`config.mk`:
```
export PLATFORM = sky130hd
export DESIGN_NAME = dsa_front
export DESIGN_NICKNAME = d
export VERILOG_FILES = /design/src/rtl/core/dsa_pkg.sv /design/src/rtl/core/dsa_front.sv
export SDC_FILE = /design/constraint.sdc
export NUM_CORES = 1
export LEC_CHECK = 0
export ABC_AREA = 1
export BUFFER_PORTS_ARGS = -buffer_cell sky130_fd_sc_hd__buf_2
export CORE_AREA = 2 2 166 168
export DETAILED_ROUTE_END_ITERATION = 6
export DIE_AREA = 0 0 168 170
export GPL_TIMING_DRIVEN = 0
export PLACE_DENSITY = 0.45
export SLEW_MARGIN = 0
export SYNTH_ARGS = -nofsm -noshare
export SYNTH_HDL_FRONTEND = slang
export SYNTH_SLANG_ARGS = --single-unit
```
`constraint.sdc`:
```
create_clock -name vclk -period 8.34
set_clock_uncertainty 0.1 [all_clocks]
set_input_delay 0.834 -clock vclk [all_inputs]
set_output_delay 0.834 -clock vclk [all_outputs]
set_load 0.02 [all_outputs]
```
`src/rtl/core/dsa_pkg.sv`:
```
// shared types, constants and arithmetic helpers for decimal scale alignment
`default_nettype none
package dsa_pkg;

  localparam int MAX_SCALE_DEF  = 28;
  localparam int MANT_BITS_DEF  = 96;
  localparam int MANT_W         = 96;
  localparam int WORD_W         = 192;
  localparam int CNT_W          = 5;
  localparam int LIMB_W         = 32;
  localparam int DIV_LIMBS      = 3;
  // 10^29 exceeds 2^96, so more cut steps than this always give zero
  localparam int DIV_STEPS      = 28;
  localparam int DIV_STAGES     = DIV_STEPS * DIV_LIMBS;
  localparam int QDEPTH         = 2;
  // ceil(2^39 / 10), exact for numerators below 2^36
  localparam logic [35:0] DIV10_RECIP = 36'hCCCCCCCCD;

  typedef struct packed {
    logic [MANT_W-1:0] ma;
    logic [MANT_W-1:0] mb;
    logic [CNT_W-1:0]  ka;
    logic [CNT_W-1:0]  kb;
    logic [CNT_W-1:0]  ca;
    logic [CNT_W-1:0]  cb;
    logic [CNT_W-1:0]  scale;
    logic              sa;
    logic              sb;
  } item_t;

  typedef struct packed {
    item_t      it;
    logic [3:0] ra;
    logic [3:0] rb;
  } div_t;

  typedef struct packed {
    logic [WORD_W-1:0] wa;
    logic [WORD_W-1:0] wb;
    logic [CNT_W-1:0]  ca;
    logic [CNT_W-1:0]  cb;
    logic [CNT_W-1:0]  scale;
    logic              sa;
    logic              sb;
  } mul_t;

  // {remainder:limb} / 10, returns {quotient, remainder}
  function automatic logic [35:0] div10_limb(input logic [3:0] rem, input logic [31:0] limb);
    logic [35:0] v;
    logic [71:0] p;
    logic [31:0] q;
    logic [35:0] qx10;
    v    = {rem, limb};
    p    = 72'(v) * 72'(DIV10_RECIP);
    q    = p[70:39];
    qx10 = ({4'd0, q} << 3) + ({4'd0, q} << 1);
    div10_limb = {q, 4'(v - qx10)};
  endfunction

  // one limb of one divide-by-ten step, high limb first
  function automatic div_t div_stage(input div_t p, input int step, input int limb);
    div_t        o;
    logic [35:0] qa;
    logic [35:0] qb;
    logic [3:0]  ria;
    logic [3:0]  rib;
    o   = p;
    ria = (limb == DIV_LIMBS - 1) ? 4'd0 : p.ra;
    rib = (limb == DIV_LIMBS - 1) ? 4'd0 : p.rb;
    qa  = div10_limb(ria, p.it.ma[limb*LIMB_W +: LIMB_W]);
    qb  = div10_limb(rib, p.it.mb[limb*LIMB_W +: LIMB_W]);
    if (p.it.ka > CNT_W'(step)) begin
      o.it.ma[limb*LIMB_W +: LIMB_W] = qa[35:4];
      o.ra = qa[3:0];
    end
    if (p.it.kb > CNT_W'(step)) begin
      o.it.mb[limb*LIMB_W +: LIMB_W] = qb[35:4];
      o.rb = qb[3:0];
    end
    div_stage = o;
  endfunction

  function automatic logic [WORD_W-1:0] times10(input logic [WORD_W-1:0] x);
    times10 = (x << 3) + (x << 1);
  endfunction

  function automatic mul_t mul_stage(input mul_t p, input int step);
    mul_t o;
    o = p;
    if (p.ca > CNT_W'(step)) o.wa = times10(p.wa);
    if (p.cb > CNT_W'(step)) o.wb = times10(p.wb);
    mul_stage = o;
  endfunction

endpackage
`default_nettype wire

```
`src/rtl/core/dsa_front.sv`:
```
// front end: masks mantissas, clamps scales and works out step counts
`default_nettype none
module dsa_front #(
  parameter int MAX_SCALE     = dsa_pkg::MAX_SCALE_DEF,
  parameter int MANTISSA_BITS = dsa_pkg::MANT_BITS_DEF
) (
  input  wire logic [63:0] a_mantissa_low,
  input  wire logic [31:0] a_mantissa_high,
  input  wire logic [7:0]  a_scale,
  input  wire logic        a_negative,
  input  wire logic [63:0] b_mantissa_low,
  input  wire logic [31:0] b_mantissa_high,
  input  wire logic [7:0]  b_scale,
  input  wire logic        b_negative,
  output dsa_pkg::item_t   item
);
  localparam logic [dsa_pkg::MANT_W-1:0] MANT_MASK =
    {dsa_pkg::MANT_W{1'b1}} >> (dsa_pkg::MANT_W - MANTISSA_BITS);

  logic [7:0]                ka_full, kb_full;
  logic                      zero_a, zero_b;
  logic [dsa_pkg::CNT_W-1:0] sa_c, sb_c, common;

  always_comb begin
    ka_full = (a_scale > 8'(MAX_SCALE)) ? a_scale - 8'(MAX_SCALE) : 8'd0;
    kb_full = (b_scale > 8'(MAX_SCALE)) ? b_scale - 8'(MAX_SCALE) : 8'd0;
    // a cut this long always leaves zero
    zero_a  = ka_full > 8'(dsa_pkg::DIV_STEPS);
    zero_b  = kb_full > 8'(dsa_pkg::DIV_STEPS);
    sa_c    = (a_scale > 8'(MAX_SCALE)) ? dsa_pkg::CNT_W'(MAX_SCALE) : a_scale[4:0];
    sb_c    = (b_scale > 8'(MAX_SCALE)) ? dsa_pkg::CNT_W'(MAX_SCALE) : b_scale[4:0];
    common  = (sa_c > sb_c) ? sa_c : sb_c;

    item.ma    = zero_a ? '0 : ({a_mantissa_high, a_mantissa_low} & MANT_MASK);
    item.mb    = zero_b ? '0 : ({b_mantissa_high, b_mantissa_low} & MANT_MASK);
    item.ka    = zero_a ? '0 : ka_full[4:0];
    item.kb    = zero_b ? '0 : kb_full[4:0];
    item.ca    = common - sa_c;
    item.cb    = common - sb_c;
    item.scale = common;
    item.sa    = a_negative;
    item.sb    = b_negative;
  end

endmodule
`default_nettype wire

```
==> impl_metrics.csv <==
group,metric,value,unit
sta,finalCritPeriodShare,61.1,%
sta,slew_viol_final,0,
yosys,synth_top_family_by_area,"simple AND/OR/NAND/NOR gates",
yosys,synth_cell_types,30,
route,drtAntennaViolNets,0,
yosys,synth.area.top_cells,"inv_1, nor2_1, nand2_1",
layout,num_antenna_cells,0,
setup_path,arrival,4170,ps
sta,final-setup-viol-count,0,
yosys,synthXorXnorAreaFrac,2.36,%
yosys,synth-compound-area-share,2.46,%
yosys,synthAdderAreaFrac,6.08,%
layout,fillers,3214,
sta,min_period,5100,ps
cts,holdBufCountCts,0,
route,drt_iter0_drc,156,
placement,place.gp.congestion,0.833,
floorplan,dieWidth,168,microns
grt,grt_max_degree,11,
setup_path,crit_slowest_cell,"fa_1",
layout,drive_gt1_share,47.1,%
pwr,p_leak,4.09,nW
layout,final_area,5160,sq um
grt,overflow,0,
floorplan,die_h,170,microns
yosys,synth.area.mux_share,0,%
placement,port_buffers,427,
pwr,ir_drop,23.2,uV
min_path,hold_path_class,"in2out",
route,wl_per_cell,12.7,microns
route,viasPerCell,3.24,
placement,placed_cell_area,5160,sq um
yosys,postSynthAreaPerCell,4.45,sq um
layout,nFlopsAndLatches,0,
cts,cts_setup_buffers,0,
sta,hold_viol,0,
yosys,syn_inst,583,
cts,cts_resized,0,
route,drt-total-wl,17200,microns
setup_path,worstPathRequired,7410,ps
sta,fmax,0.196,GHz
layout,nets,1234,
layout,layout.cells.most_common_list,"buf_2, inv_1, nor2_1",
run,cap_violations,0,
yosys,synth.yosys.warnings,0,
route,drc,0,
grt,grt_pass1_wl,24200,microns
yosys,synth.top_cell.area_share,32.1,%
setup_path,slowest_delay,400,ps
grt,grt_usage,10.8,%
sta,relSlewSlack,44.0,%
yosys,synth.cell_area,2590,sq um
grt,grt_pass1_vias,4144,
route,vias,4376,
sta,finalSetupTns,0,ps
route,drt_pass1_iterations,4,
floorplan,die_area,28600,sq um
yosys,ys_seq_area_share,0,%
placement,dpl.hpwl,15900,microns
pwr,power_density,72.3,nW/um^2
sta,worstMarginPinSlew,840,ps
setup_path,crit_chain,"buf_2 -> ha_1 -> nand2_1 -> inv_2 -> nand2_4 -> nand2_4 -> nor2_1 -> inv_1 -> ha_1 -> nand3_1 -> inv_1 -> nand3_2 -> nand2_4 -> nand2_2 -> buf_6 -> o21ai_0 -> o21ai_1 -> ha_1 -> fa_1 -> nand3b_1 -> nand2_1 -> nand2_1 -> nand2_1 -> buf_2",
setup_path,worstPathMaxFanout,10,
grt,grt_antenna_before_repair,0,
floorplan,design.core.area,26700,sq um
layout,seq_area,0,sq um
floorplan,start_util,9.74,%
setup_path,path_class,"in2out",
layout,syn_to_final_growth,98.8,%
yosys,synth-simple-area-share,50.8,%
layout,final_common_cell,"buf_2",
sta,rsz0062_at_grt,"no",
status,outcome,"completed",
yosys,syn_nets,805,
floorplan,core.rowCount,60,
layout,n_clock_buffer,0,
setup_path,start_kind,"input port",
floorplan,io_pins,429,
yosys,yosysTopAreaCell,"inv_1",
setup_path,crit_top_cell,"nand2_1",
setup_path,setup.worst_path.end_class,"output pin",
final timing paths:
kind | start | to | slack, ps | depth (start not counted)
setup / recovery | a_scale[2] | item[11] | 3240 | 24
hold / removal | b_negative | item[0] | 1790 | 2
metal layers:
metal	track usage, %	up-vias	routed length (microns)	share of wire, %
met5	0	-	0	0
met4	0.302	0	47	0.27
met3	1.91	4	923	5.4
met2	16.8	99	7720	45
met1	16.2	1853	8530	50
li1	-	2420	-	-
synthesized netlist by cell type, drive strengths merged:
cell type	instances
inv	231
nor2	214
nand2	51
nand3	14
buf	13
clkbuf	12
ha	11
o21ai	7
nand4	6
nand3b	5
xor2	5
nor3	3
nor4	2
o21bai	2
xnor2	2
a21oi	1
a41oi	1
and2	1
clkinv	1
fa	1
where the power goes:
part | internal, mW | switching (mW)
logic | 0.129 | 0.244
registers | 0 | 0
clock network | 0 | 0
total | 0.129 | 0.244
cell families after synthesis:
family,count (synthesis)
buffers and inverters,257
adders and majority gates,12
xor gates and xnor gates,7
and+or+nand+nor,296
AOI/OAI and AO/OA,11
area by class of cell:
cell class                 instances  area [sq um]  share of cell area [%]
timing repair buffer             427          2140                    41.4
multi-input combinational        326          1600                    31.0
inverter                         232           872                    16.9
tap                              341           427                    8.27
buffer                            25           121                    2.35
metrics by stage:
| stage | hold slack (ps) | setup WS, ps | power [mW] | utilization (%) | std cells |
|---|---|---|---|---|---|
| 3_5_place_dp | 1790 | 3190 | 0.377 | 19.4 | 1351 |
| 5_1_grt | 1790 | 2940 | 0.411 | 19.4 | 1351 |
| 6_report | 1790 | 3240 | 0.373 | 19.4 | 1351 |
| 3_3_place_gp | 1790 | 3260 | 0.377 | 19.4 | 1351 |
| 4_1_cts | 1790 | 3190 | 0.379 | 19.4 | 1351 |
| 2_1_floorplan | 1660 | 3560 | 0.215 | - | 583 |
worst max-delay path, delay by kind of cell:
family,cells,cell delay (ps)
AND/OR/NAND/NOR,12,1250
adder cells (fa/ha/maj),4,1160
buffers and inverters,6,720
AO/OA/AOI/OAI,2,190
No activity file was read; power rests on OpenSTA's default activity.
