--- config.mk ---
export PLATFORM = sky130hd
export DESIGN_NAME = dsa_fifo
export DESIGN_NICKNAME = d
export VERILOG_FILES = /design/src/rtl/core/dsa_pkg.sv /design/src/rtl/core/dsa_fifo.sv
export SDC_FILE = /design/constraint.sdc
export NUM_CORES = 1
export LEC_CHECK = 0
export BUFFER_PORTS_ARGS = -buffer_cell sky130_fd_sc_hd__buf_4
export CORE_UTILIZATION = 52
export CTS_CLUSTER_SIZE = 20
export DETAILED_ROUTE_END_ITERATION = 6
export PLACE_DENSITY = 0.83
export SLEW_MARGIN = 0
export SYNTH_ARGS = -nofsm -noshare
export SYNTH_HDL_FRONTEND = slang
export SYNTH_SLANG_ARGS = --single-unit
export TNS_END_PERCENT = 5
--- constraint.sdc ---
create_clock -name clk -period 4.1 [get_ports clk]
set_clock_uncertainty 0.1 [all_clocks]
set_input_delay 0.205 -clock clk [delete_from_list [all_inputs] [get_ports clk]]
set_output_delay 0.205 -clock clk [all_outputs]
set_load 0.02 [all_outputs]
--- src/rtl/core/dsa_pkg.sv ---
// shared types, constants and arithmetic helpers for decimal scale alignment
`default_nettype none
package dsa_pkg;

  localparam int MAX_SCALE_DEF  = 28;
  localparam int MANT_BITS_DEF  = 96;
  localparam int MANT_W         = 96;
  localparam int WORD_W         = 192;
  localparam int CNT_W          = 5;
  localparam int LIMB_W         = 32;
  localparam int DIV_LIMBS      = 3;
  // 10^29 exceeds 2^96, so more cut steps than this always give zero
  localparam int DIV_STEPS      = 28;
  localparam int DIV_STAGES     = DIV_STEPS * DIV_LIMBS;
  localparam int QDEPTH         = 2;
  // ceil(2^39 / 10), exact for numerators below 2^36
  localparam logic [35:0] DIV10_RECIP = 36'hCCCCCCCCD;

  typedef struct packed {
    logic [MANT_W-1:0] ma;
    logic [MANT_W-1:0] mb;
    logic [CNT_W-1:0]  ka;
    logic [CNT_W-1:0]  kb;
    logic [CNT_W-1:0]  ca;
    logic [CNT_W-1:0]  cb;
    logic [CNT_W-1:0]  scale;
    logic              sa;
    logic              sb;
  } item_t;

  typedef struct packed {
    item_t      it;
    logic [3:0] ra;
    logic [3:0] rb;
  } div_t;

  typedef struct packed {
    logic [WORD_W-1:0] wa;
    logic [WORD_W-1:0] wb;
    logic [CNT_W-1:0]  ca;
    logic [CNT_W-1:0]  cb;
    logic [CNT_W-1:0]  scale;
    logic              sa;
    logic              sb;
  } mul_t;

  // {remainder:limb} / 10, returns {quotient, remainder}
  function automatic logic [35:0] div10_limb(input logic [3:0] rem, input logic [31:0] limb);
    logic [35:0] v;
    logic [71:0] p;
    logic [31:0] q;
    logic [35:0] qx10;
    v    = {rem, limb};
    p    = 72'(v) * 72'(DIV10_RECIP);
    q    = p[70:39];
    qx10 = ({4'd0, q} << 3) + ({4'd0, q} << 1);
    div10_limb = {q, 4'(v - qx10)};
  endfunction

  // one limb of one divide-by-ten step, high limb first
  function automatic div_t div_stage(input div_t p, input int step, input int limb);
    div_t        o;
    logic [35:0] qa;
    logic [35:0] qb;
    logic [3:0]  ria;
    logic [3:0]  rib;
    o   = p;
    ria = (limb == DIV_LIMBS - 1) ? 4'd0 : p.ra;
    rib = (limb == DIV_LIMBS - 1) ? 4'd0 : p.rb;
    qa  = div10_limb(ria, p.it.ma[limb*LIMB_W +: LIMB_W]);
    qb  = div10_limb(rib, p.it.mb[limb*LIMB_W +: LIMB_W]);
    if (p.it.ka > CNT_W'(step)) begin
      o.it.ma[limb*LIMB_W +: LIMB_W] = qa[35:4];
      o.ra = qa[3:0];
    end
    if (p.it.kb > CNT_W'(step)) begin
      o.it.mb[limb*LIMB_W +: LIMB_W] = qb[35:4];
      o.rb = qb[3:0];
    end
    div_stage = o;
  endfunction

  function automatic logic [WORD_W-1:0] times10(input logic [WORD_W-1:0] x);
    times10 = (x << 3) + (x << 1);
  endfunction

  function automatic mul_t mul_stage(input mul_t p, input int step);
    mul_t o;
    o = p;
    if (p.ca > CNT_W'(step)) o.wa = times10(p.wa);
    if (p.cb > CNT_W'(step)) o.wb = times10(p.wb);
    mul_stage = o;
  endfunction

endpackage
`default_nettype wire

--- src/rtl/core/dsa_fifo.sv ---
// small generic word queue with flop storage
`default_nettype none
module dsa_fifo #(
  parameter int W     = 8,
  parameter int DEPTH = dsa_pkg::QDEPTH
) (
  input  wire logic         clk,
  input  wire logic         rst_n,
  input  wire logic         push,
  input  wire logic [W-1:0] din,
  output logic              full,
  input  wire logic         pop,
  output logic [W-1:0]      dout,
  output logic              empty
);
  localparam int AW = (DEPTH > 1) ? $clog2(DEPTH) : 1;
  localparam int CW = $clog2(DEPTH + 1);

  logic [W-1:0]  mem_r [DEPTH];
  logic [AW-1:0] wr_ptr_r, wr_ptr_nxt;
  logic [AW-1:0] rd_ptr_r, rd_ptr_nxt;
  logic [CW-1:0] cnt_r, cnt_nxt;
  logic          push_ok, pop_ok;

  assign full    = (cnt_r == CW'(DEPTH));
  assign empty   = (cnt_r == '0);
  assign push_ok = push && !full;
  assign pop_ok  = pop && !empty;
  assign dout    = mem_r[rd_ptr_r];

  always_comb begin
    wr_ptr_nxt = wr_ptr_r;
    rd_ptr_nxt = rd_ptr_r;
    cnt_nxt    = cnt_r;
    if (push_ok) begin
      wr_ptr_nxt = (wr_ptr_r == AW'(DEPTH - 1)) ? '0 : wr_ptr_r + 1'b1;
    end
    if (pop_ok) begin
      rd_ptr_nxt = (rd_ptr_r == AW'(DEPTH - 1)) ? '0 : rd_ptr_r + 1'b1;
    end
    if (push_ok && !pop_ok) cnt_nxt = cnt_r + 1'b1;
    else if (pop_ok && !push_ok) cnt_nxt = cnt_r - 1'b1;
  end

  always_ff @(posedge clk) begin
    if (!rst_n) begin
      wr_ptr_r <= '0;
      rd_ptr_r <= '0;
      cnt_r    <= '0;
    end else begin
      wr_ptr_r <= wr_ptr_nxt;
      rd_ptr_r <= rd_ptr_nxt;
      cnt_r    <= cnt_nxt;
    end
  end

  always_ff @(posedge clk) begin
    if (push_ok) mem_r[wr_ptr_r] <= din;
  end

  a_cnt_bound: assert property (@(posedge clk) disable iff (!rst_n)
    cnt_r <= CW'(DEPTH)) else $error("queue count above depth");
  a_cnt_up: assert property (@(posedge clk) disable iff (!rst_n)
    push_ok && !pop_ok |=> cnt_r == $past(cnt_r) + 1'b1) else $error("push lost");
  a_cnt_down: assert property (@(posedge clk) disable iff (!rst_n)
    pop_ok && !push_ok |=> cnt_r == $past(cnt_r) - 1'b1) else $error("pop lost");

endmodule
`default_nettype wire

==> summary.txt, run 1 <==
Logic synthesis
  • Syn Area/Cell: 16.2 µm²
  • Leading area contributor after synthesis: edfxtp_1
  • Library cells used by synthesis: 20
  • Post-Syn Instances: 50
  • Yosys top cell area share: 0.594
  • Ranking of synthesized cells by area: edfxtp_1, dfxtp_1, mux2_2, and2_1, xnor2_1
  • Seq cells post-synth: 21
  • Post-Syn Area: 810 µm²
  • Sequential area share after synthesis: 0.717
  • Post-synth net total: 63
  • Yosys warns: 0

Worst setup path
  • R2R depth: 6
  • Worst r2r src: cnt_r[0]
  • CP Cell Sequence: nand2b_1 -> inv_2 -> nor2_1 -> ha_1 -> or3_1 -> a21boi_1
  • Peak per-stage delay on the critical path: about 0.43 ns
  • Reg2reg end: cnt_r[1]
  • Reg-to-reg slack, setup: about 2.4 ns
  • Critical Path RT: about 4.2 ns
  • WS Path Type: reg2reg
  • Crit. End Element: flip-flop
  • CP arrival: 1.84 ns
  • CP Launch Type: flip-flop
  • Slowest stage cell on the critical path: dfxtp_1
  • Worst-path fanout max: 5

Drt
  • Vias: 497
  • DR DRC count: 0
  • DR iter-0 viols: 16
  • Via/cell ratio: 5.12
  • Routed length per instance: 14.0 µm
  • DR pass1 iterations: 4
  • Post-route ant nets: 0
  • Final wirelength: 1360 µm

Layout
  • Layout cell share with drive strength beyond 1: 0.427
  • Nets: 96
  • Antenna Cells: 0
  • Commonest non-fill, non-tap cells in the layout: buf_4, edfxtp_1, mux2_2, dlygate4sd3_1, dfxtp_1
  • Commonest non-fill, non-tap cell in the layout: buf_4
  • Area delta synth->final: 34.5%

Clock network
  • Longest Clk Path Bufs: 2
  • CTS clk-pin slew, worst paths: about 0.11 ns
  • Worst skew pair latency: 0.29 ns
  • Sink Count: 21
  • CTS tree: built
  • H-tree Lvls: 1
  • CTS Buf Count: 3
  • CTS Root Cell: clkbuf_4
  • Post CTS Setup Buffer Count: 0

Die
  • Core Footprint: 1370 µm²
  • Die height: 41.5 µm
  • Initial core utilization: 0.592
  • Horiz. Die Dim: 41.5 µm
  • FP Rows: 13
  • Num ports: 22
  • Die ar.: 1720 µm²

Global routing
  • Wire length of the first global-routing pass: about 2300 µm
  • Largest net degree at the start of global routing: 13
  • Grt ovf: 0
  • Initial antenna violation count: 0
  • All-Layer GR Usage: 0.177
  • Vias in the first global route: 541

Power and ir drop
  • Power per cell area: roughly 580 nW/µm²
  • Final Power: 636 µW
  • Pleak: 0.433 nW
  • Max VDD drop: 0.391 mV

Hold path
  • Min-delay src: rst_n
  • WHS Path Cells: 2
  • Hold crit path type: in2reg
  • Sink of the worst hold path: wr_ptr_r

Placed design
  • Routability cong.: 0.696
  • DP Wirelength: 922 µm
  • Pre-CTS setup slack: 2.44 ns
  • I/O Buffers: 21

STA
  • Tcrit/Tclk final: 0.415
  • Setup WS post-layout: 2.40 ns
  • Peak Freq: around 590 MHz
  • Fin. Hold Viols: 0
  • Max-slew violations: 0
  • Setup TNS: 0 ns
  • RSZ-0062 raised after global routing: false
  • Final Setup Violations: 0
  • Final min period: 1.70 ns
  • Worst-Margin Slew: around 0.66 ns
  • Slew headroom: 0.556

Outcome
  • Status: finished clean

Flow run
  • Max Cap Violations: 0
[worst max path at each step]
| stage | slack (ns) | startpoint | to | depth (start not counted) |
|---|---|---|---|---|
| after floorplan | 2.49 | cnt_r[0] | cnt_r[1] | 6 |
| after global placement | 2.51 | cnt_r[0] | mem_r[0][4] | 3 |
| after detailed placement | 2.44 | cnt_r[0] | cnt_r[1] | 6 |
| after CTS | 2.41 | flip-flop | dout[0] | 2 |
| after global routing | 2.29 | cnt_r[0] | cnt_r[1] | 6 |
| final | 2.40 | cnt_r[0] | cnt_r[1] | 6 |
[final cells by class]
type,count,area [µm²]
Sequential cell,21,581
Fill cell,90,278
Timing Repair Buffer,29,238
Multi-Input combinational cell,26,216
Clock buffer,3,22.5
Tap cell,15,18.8
Inverter,2,7.51
Clock inverter,1,5.00
[power breakdown]
group          switching [mW]  internal, mW  leakage (nW)  total, mW
Clock                  0.0606        0.0363        0.0177     0.0969
Combinational           0.119         0.120         0.224      0.239
Sequential             0.0278         0.272         0.191      0.299
Total                   0.207         0.428         0.433      0.636
[cells by family (layout without fill, tap and decap cells)]
| family | Yosys count | after routing | synth area share |
|---|---|---|---|
| flip-flops | 21 | 21 | 0.717 |
| AND/OR/NAND/NOR | 9 | 9 | 0.0680 |
| multiplexers | 8 | 8 | 0.111 |
| AO/OA/AOI/OAI | 5 | 5 | 0.0402 |
| XOR/XNOR | 3 | 3 | 0.0325 |
| buffers and inverters | 3 | 35 | 0.0154 |
| adder cells (fa/ha/maj) | 1 | 1 | 0.0155 |
[cell usage after synthesis]
| master | number |
|---|---|
| edfxtp_1 | 16 |
| mux2_2 | 8 |
| dfxtp_1 | 5 |
| and2_1 | 3 |
| nor2_1 | 2 |
| xnor2_1 | 2 |
| a21boi_0 | 1 |
| a21boi_1 | 1 |
| and3_1 | 1 |
| buf_2 | 1 |
| ha_1 | 1 |
| inv_1 | 1 |
| inv_2 | 1 |
| nand2b_1 | 1 |
| nor3_2 | 1 |
| o21a_1 | 1 |
| o21ai_0 | 1 |
| o21ai_1 | 1 |
| or3_1 | 1 |
| xor2_1 | 1 |
[registers in the layout, indices dropped and copies added, names as in the netlist, named ones only]
name	count
rd_ptr_r	1
mem_r	16
wr_ptr_r	1
cnt_r	2
[through the flow]
step,instances,hold slack (ns),cell area (µm²),utilization
2_1_floorplan,50,0.204,810,-
3_3_place_gp,85,0.291,981,0.718
3_5_place_dp,85,0.293,981,0.718
4_1_cts,97,0.0387,1090,0.797
5_1_grt,97,0.0367,1090,0.797
6_report,97,0.0426,1090,0.797
[metal layers]
metal | global-route usage | part of all wire | vias up
li1 | - | - | 245
met1 | 0.201 | 0.40 | 232
met2 | 0.322 | 0.54 | 18
met3 | 0.0522 | 0.053 | 2
met4 | 0.0452 | 0.0037 | 0
met5 | 0 | 0 | -
[critical path: cells and delay by family (launching register included)]
family                     cells  cell delay [ns]
AOI/OAI and AO/OA              1             0.15
adders and majority gates      1             0.26
buffers and inverters          1             0.06
DFF                            1             0.43
and+or+nand+nor                3             0.63
[timing repair]
item,4_1_cts,5_1_grt
hold endpoints to repair,16,0
hold buffers,8,0
gates resized for setup,0,0
(Power assumes the default switching activity.)
==> run 2, diff against run 1 <==
--- a/config.mk
+++ b/config.mk
@@ -5,11 +5,12 @@
 export SDC_FILE = /design/constraint.sdc
 export NUM_CORES = 1
 export LEC_CHECK = 0
+export ABC_AREA = 1
 export BUFFER_PORTS_ARGS = -buffer_cell sky130_fd_sc_hd__buf_4
-export CORE_UTILIZATION = 52
+export CORE_UTILIZATION = 49
 export CTS_CLUSTER_SIZE = 20
 export DETAILED_ROUTE_END_ITERATION = 6
-export PLACE_DENSITY = 0.83
+export PLACE_DENSITY = 0.79
 export SLEW_MARGIN = 0
 export SYNTH_ARGS = -nofsm -noshare
 export SYNTH_HDL_FRONTEND = slang
==> constraint.sdc (replaced) <==
create_clock -name clk -period 1.6 [get_ports clk]
set_clock_uncertainty 0.1 [all_clocks]
set_input_delay 0.08 -clock clk [delete_from_list [all_inputs] [get_ports clk]]
set_output_delay 0.08 -clock clk [all_outputs]
set_load 0.02 [all_outputs]
==> summary.txt, run 2 <==
Global routing
  • Largest net degree at the start of global routing: 13
  • Vias in the first global route: 555
  • Grt ovf: 0
  • Initial antenna violation count: 0
  • Wire length of the first global-routing pass: 2290 µm
  • All-Layer GR Usage: 0.182

Logic synthesis
  • Yosys warns: 0
  • Yosys top cell area share: 0.584
  • EDFF count, synth: 16
  • Commonest cells post-synth: edfxtp_1, nor2_1, inv_1, mux2_2, nand2_1
  • Seq cells post-synth: 21
  • Ranking of synthesized cells by area: edfxtp_1, dfxtp_1, mux2_2, nor2_1, inv_1
  • Leading area contributor after synthesis: edfxtp_1
  • Post-Syn Area: just over 800 µm²
  • Library cells used by synthesis: 15
  • Most common cell in the netlist: edfxtp_1
  • Post-synth net total: 76
  • Sequential area share after synthesis: 0.705
  • Post-Syn Instances: 63
  • Post-synth ARST share: 0
  • Top_reg_cell synth: edfxtp_1
  • Syn Area/Cell: 13.1 µm²

Layout
  • Antenna Cells: 0
  • Area delta synth->final: 40.0%
  • Biggest regs: mem_r (16), cnt_r (2)
  • Layout cell share with drive strength beyond 1: 0.434
  • Register with the highest flop count: mem_r
  • Commonest non-fill, non-tap cell in the layout: buf_4
  • Final cell count without fillers: 115
  • Nets: 113
  • Commonest non-fill, non-tap cells in the layout: buf_4, edfxtp_1, nor2_1
  • Filler cell count in the final layout: 121
  • Largest register FFs: 16

Hold path
  • Min-delay src: push
  • Sink of the worst hold path: wr_ptr_r
  • Hold crit path type: in2reg
  • WHS Path Cells: 4

Power and ir drop
  • Clock power frac: 0.153
  • Logic pwr share: 0.383
  • Pleak: 0.483 nW
  • Power per cell area: 1440 nW/µm²
  • Sw power: 567 µW
  • P_int: 1.09 mW
  • Max VDD drop: between 0.9 and 1 mV
  • Final Power: 1.66 mW
  • Sequential power share: 0.464
  • Sw frac: 0.342

Outcome
  • Status: finished clean

Drt
  • DR iter-0 viols: 5
  • Via/cell ratio: 4.89
  • DR pass1 iterations: 4
  • Post-route ant nets: 0
  • Final wirelength: between 1000 and 1500 µm
  • DR DRC count: 0
  • Routed length per instance: 12.9 µm
  • Vias: approximately 560

Die
  • Horiz. Die Dim: 43.0 µm
  • Die ar.: 1850 µm²
  • Num ports: 22
  • Core Footprint: ~1500 µm²
  • Initial core utilization: 0.534
  • Die height: 43.0 µm
  • FP Rows: 14

Worst setup path
  • Critical Path RT: 1.42 ns
  • CP Launch Type: flip-flop
  • Worst r2r src: cnt_r[1]
  • Reg2reg end: cnt_r[1]
  • R2R depth: 9
  • WS Path Type: reg2out
  • Crit. End Element: output pin
  • Worst-path fanout max: 8
  • Reg-to-reg slack, setup: 0.12 ns
  • CP arrival: 1.30 ns

Placed design
  • Pre-CTS setup slack: 0.0818 ns
  • Cells after DPL: 101
  • I/O Buffers: 21
  • Routability cong.: 0.685
  • DP Wirelength: 1000 µm

STA
  • Setup TNS: 0 ns
  • Final min period: 1.48 ns
  • RSZ-0062 raised after global routing: false
  • Final Setup Violations: 0
  • Worst-Margin Slew: 0.299 ns
  • Max-slew violations: 0
  • Slew headroom: 0.800
  • Fin. Hold Viols: 0
  • Setup WS post-layout: 0.118 ns
  • Peak Freq: between 600 and 700 MHz
  • Tcrit/Tclk final: 0.926

Clock network
  • CTS Buf Count: 3
  • H-tree Lvls: 1
  • CTS tree: built
  • CTS Root Cell: clkbuf_4
  • Longest Clk Path Bufs: 2
  • Sink Count: 21
  • Worst skew pair latency: 0.31 ns
  • CTS clk-pin slew, worst paths: 0.12 ns

Flow run
  • Max Cap Violations: 0
## run 2: cell count changes after synthesis, sizes merged, moves of 2 or more
cell	delta
and2	-3
xnor2	-2
inv	+7
nand2	+6
nor2	+9
a21boi	-2
## run 2: critical path: stages, from the launching register on
cell and delay (ns):
dfxtp_2 0.46, mux2_2 0.37, buf_4 0.16
## run 2: final cells by class
cell class,count,area (µm²),area share
Sequential cell,21,584,0.507
Tap cell,16,20.0,0.0174
Inverter,9,33.8,0.0293
Clock buffer,3,22.5,0.0195
Multi-Input combinational cell,32,216,0.188
Clock inverter,1,5.00,0.00434
Timing Repair Buffer,33,270,0.235
## run 2: logic make-up after synthesis
group | Yosys count | synth area share
AO/OA/AOI/OAI | 4 | 0.0289
adder cells (fa/ha/maj) | 1 | 0.0152
multiplexers | 8 | 0.109
flip-flops | 21 | 0.705
buffers and inverters | 10 | 0.0471
AND/OR/NAND/NOR | 19 | 0.0942
## run 2: per-stage QoR
stage	utilization	hold WS [ns]	instance area [µm²]
after global placement	0.656	0.167	1010
after detailed placement	0.656	0.167	1010
after global routing	0.748	0.0774	1150
after floorplan	-	0.0789	823
final	0.748	0.0328	1150
after CTS	0.733	0.0500	1130
## run 2: what timing repair did
action	CTS	global route
setup endpoints to repair	8	1
hold buffers	9	0
pin swaps	0	1
buffers inserted	0	1
gates resized for setup	1	3
endpoints found under the hold margin	21	0
## run 2: how the worst max path moves through the flow
stage	from	end	slack, ns
floorplan	cnt_r[0]	cnt_r[1]	0.08
global placement	cnt_r[0]	cnt_r[1]	0.16
detailed placement	cnt_r[1]	cnt_r[1]	0.08
CTS	cnt_r[1]	cnt_r[1]	0.05
global route	cnt_r[1]	cnt_r[1]	0.05
finish	flip-flop	dout[1]	0.12
## run 2: routing by layer
metal	wire length, µm	up-vias	track usage
met4	19	0	0.0909
met5	0	-	0
met3	54	3	0.0638
met1	599	260	0.175
li1	-	284	-
met2	809	15	0.336
## run 2: power by group through the flow
stage	clock network, mW	registers, mW	logic, mW
after floorplan	0	0.743	0.396
after global placement	0	0.772	0.563
after detailed placement	0	0.778	0.588
after CTS	0.255	0.767	0.607
after global routing	0.285	0.786	0.692
final	0.253	0.771	0.635
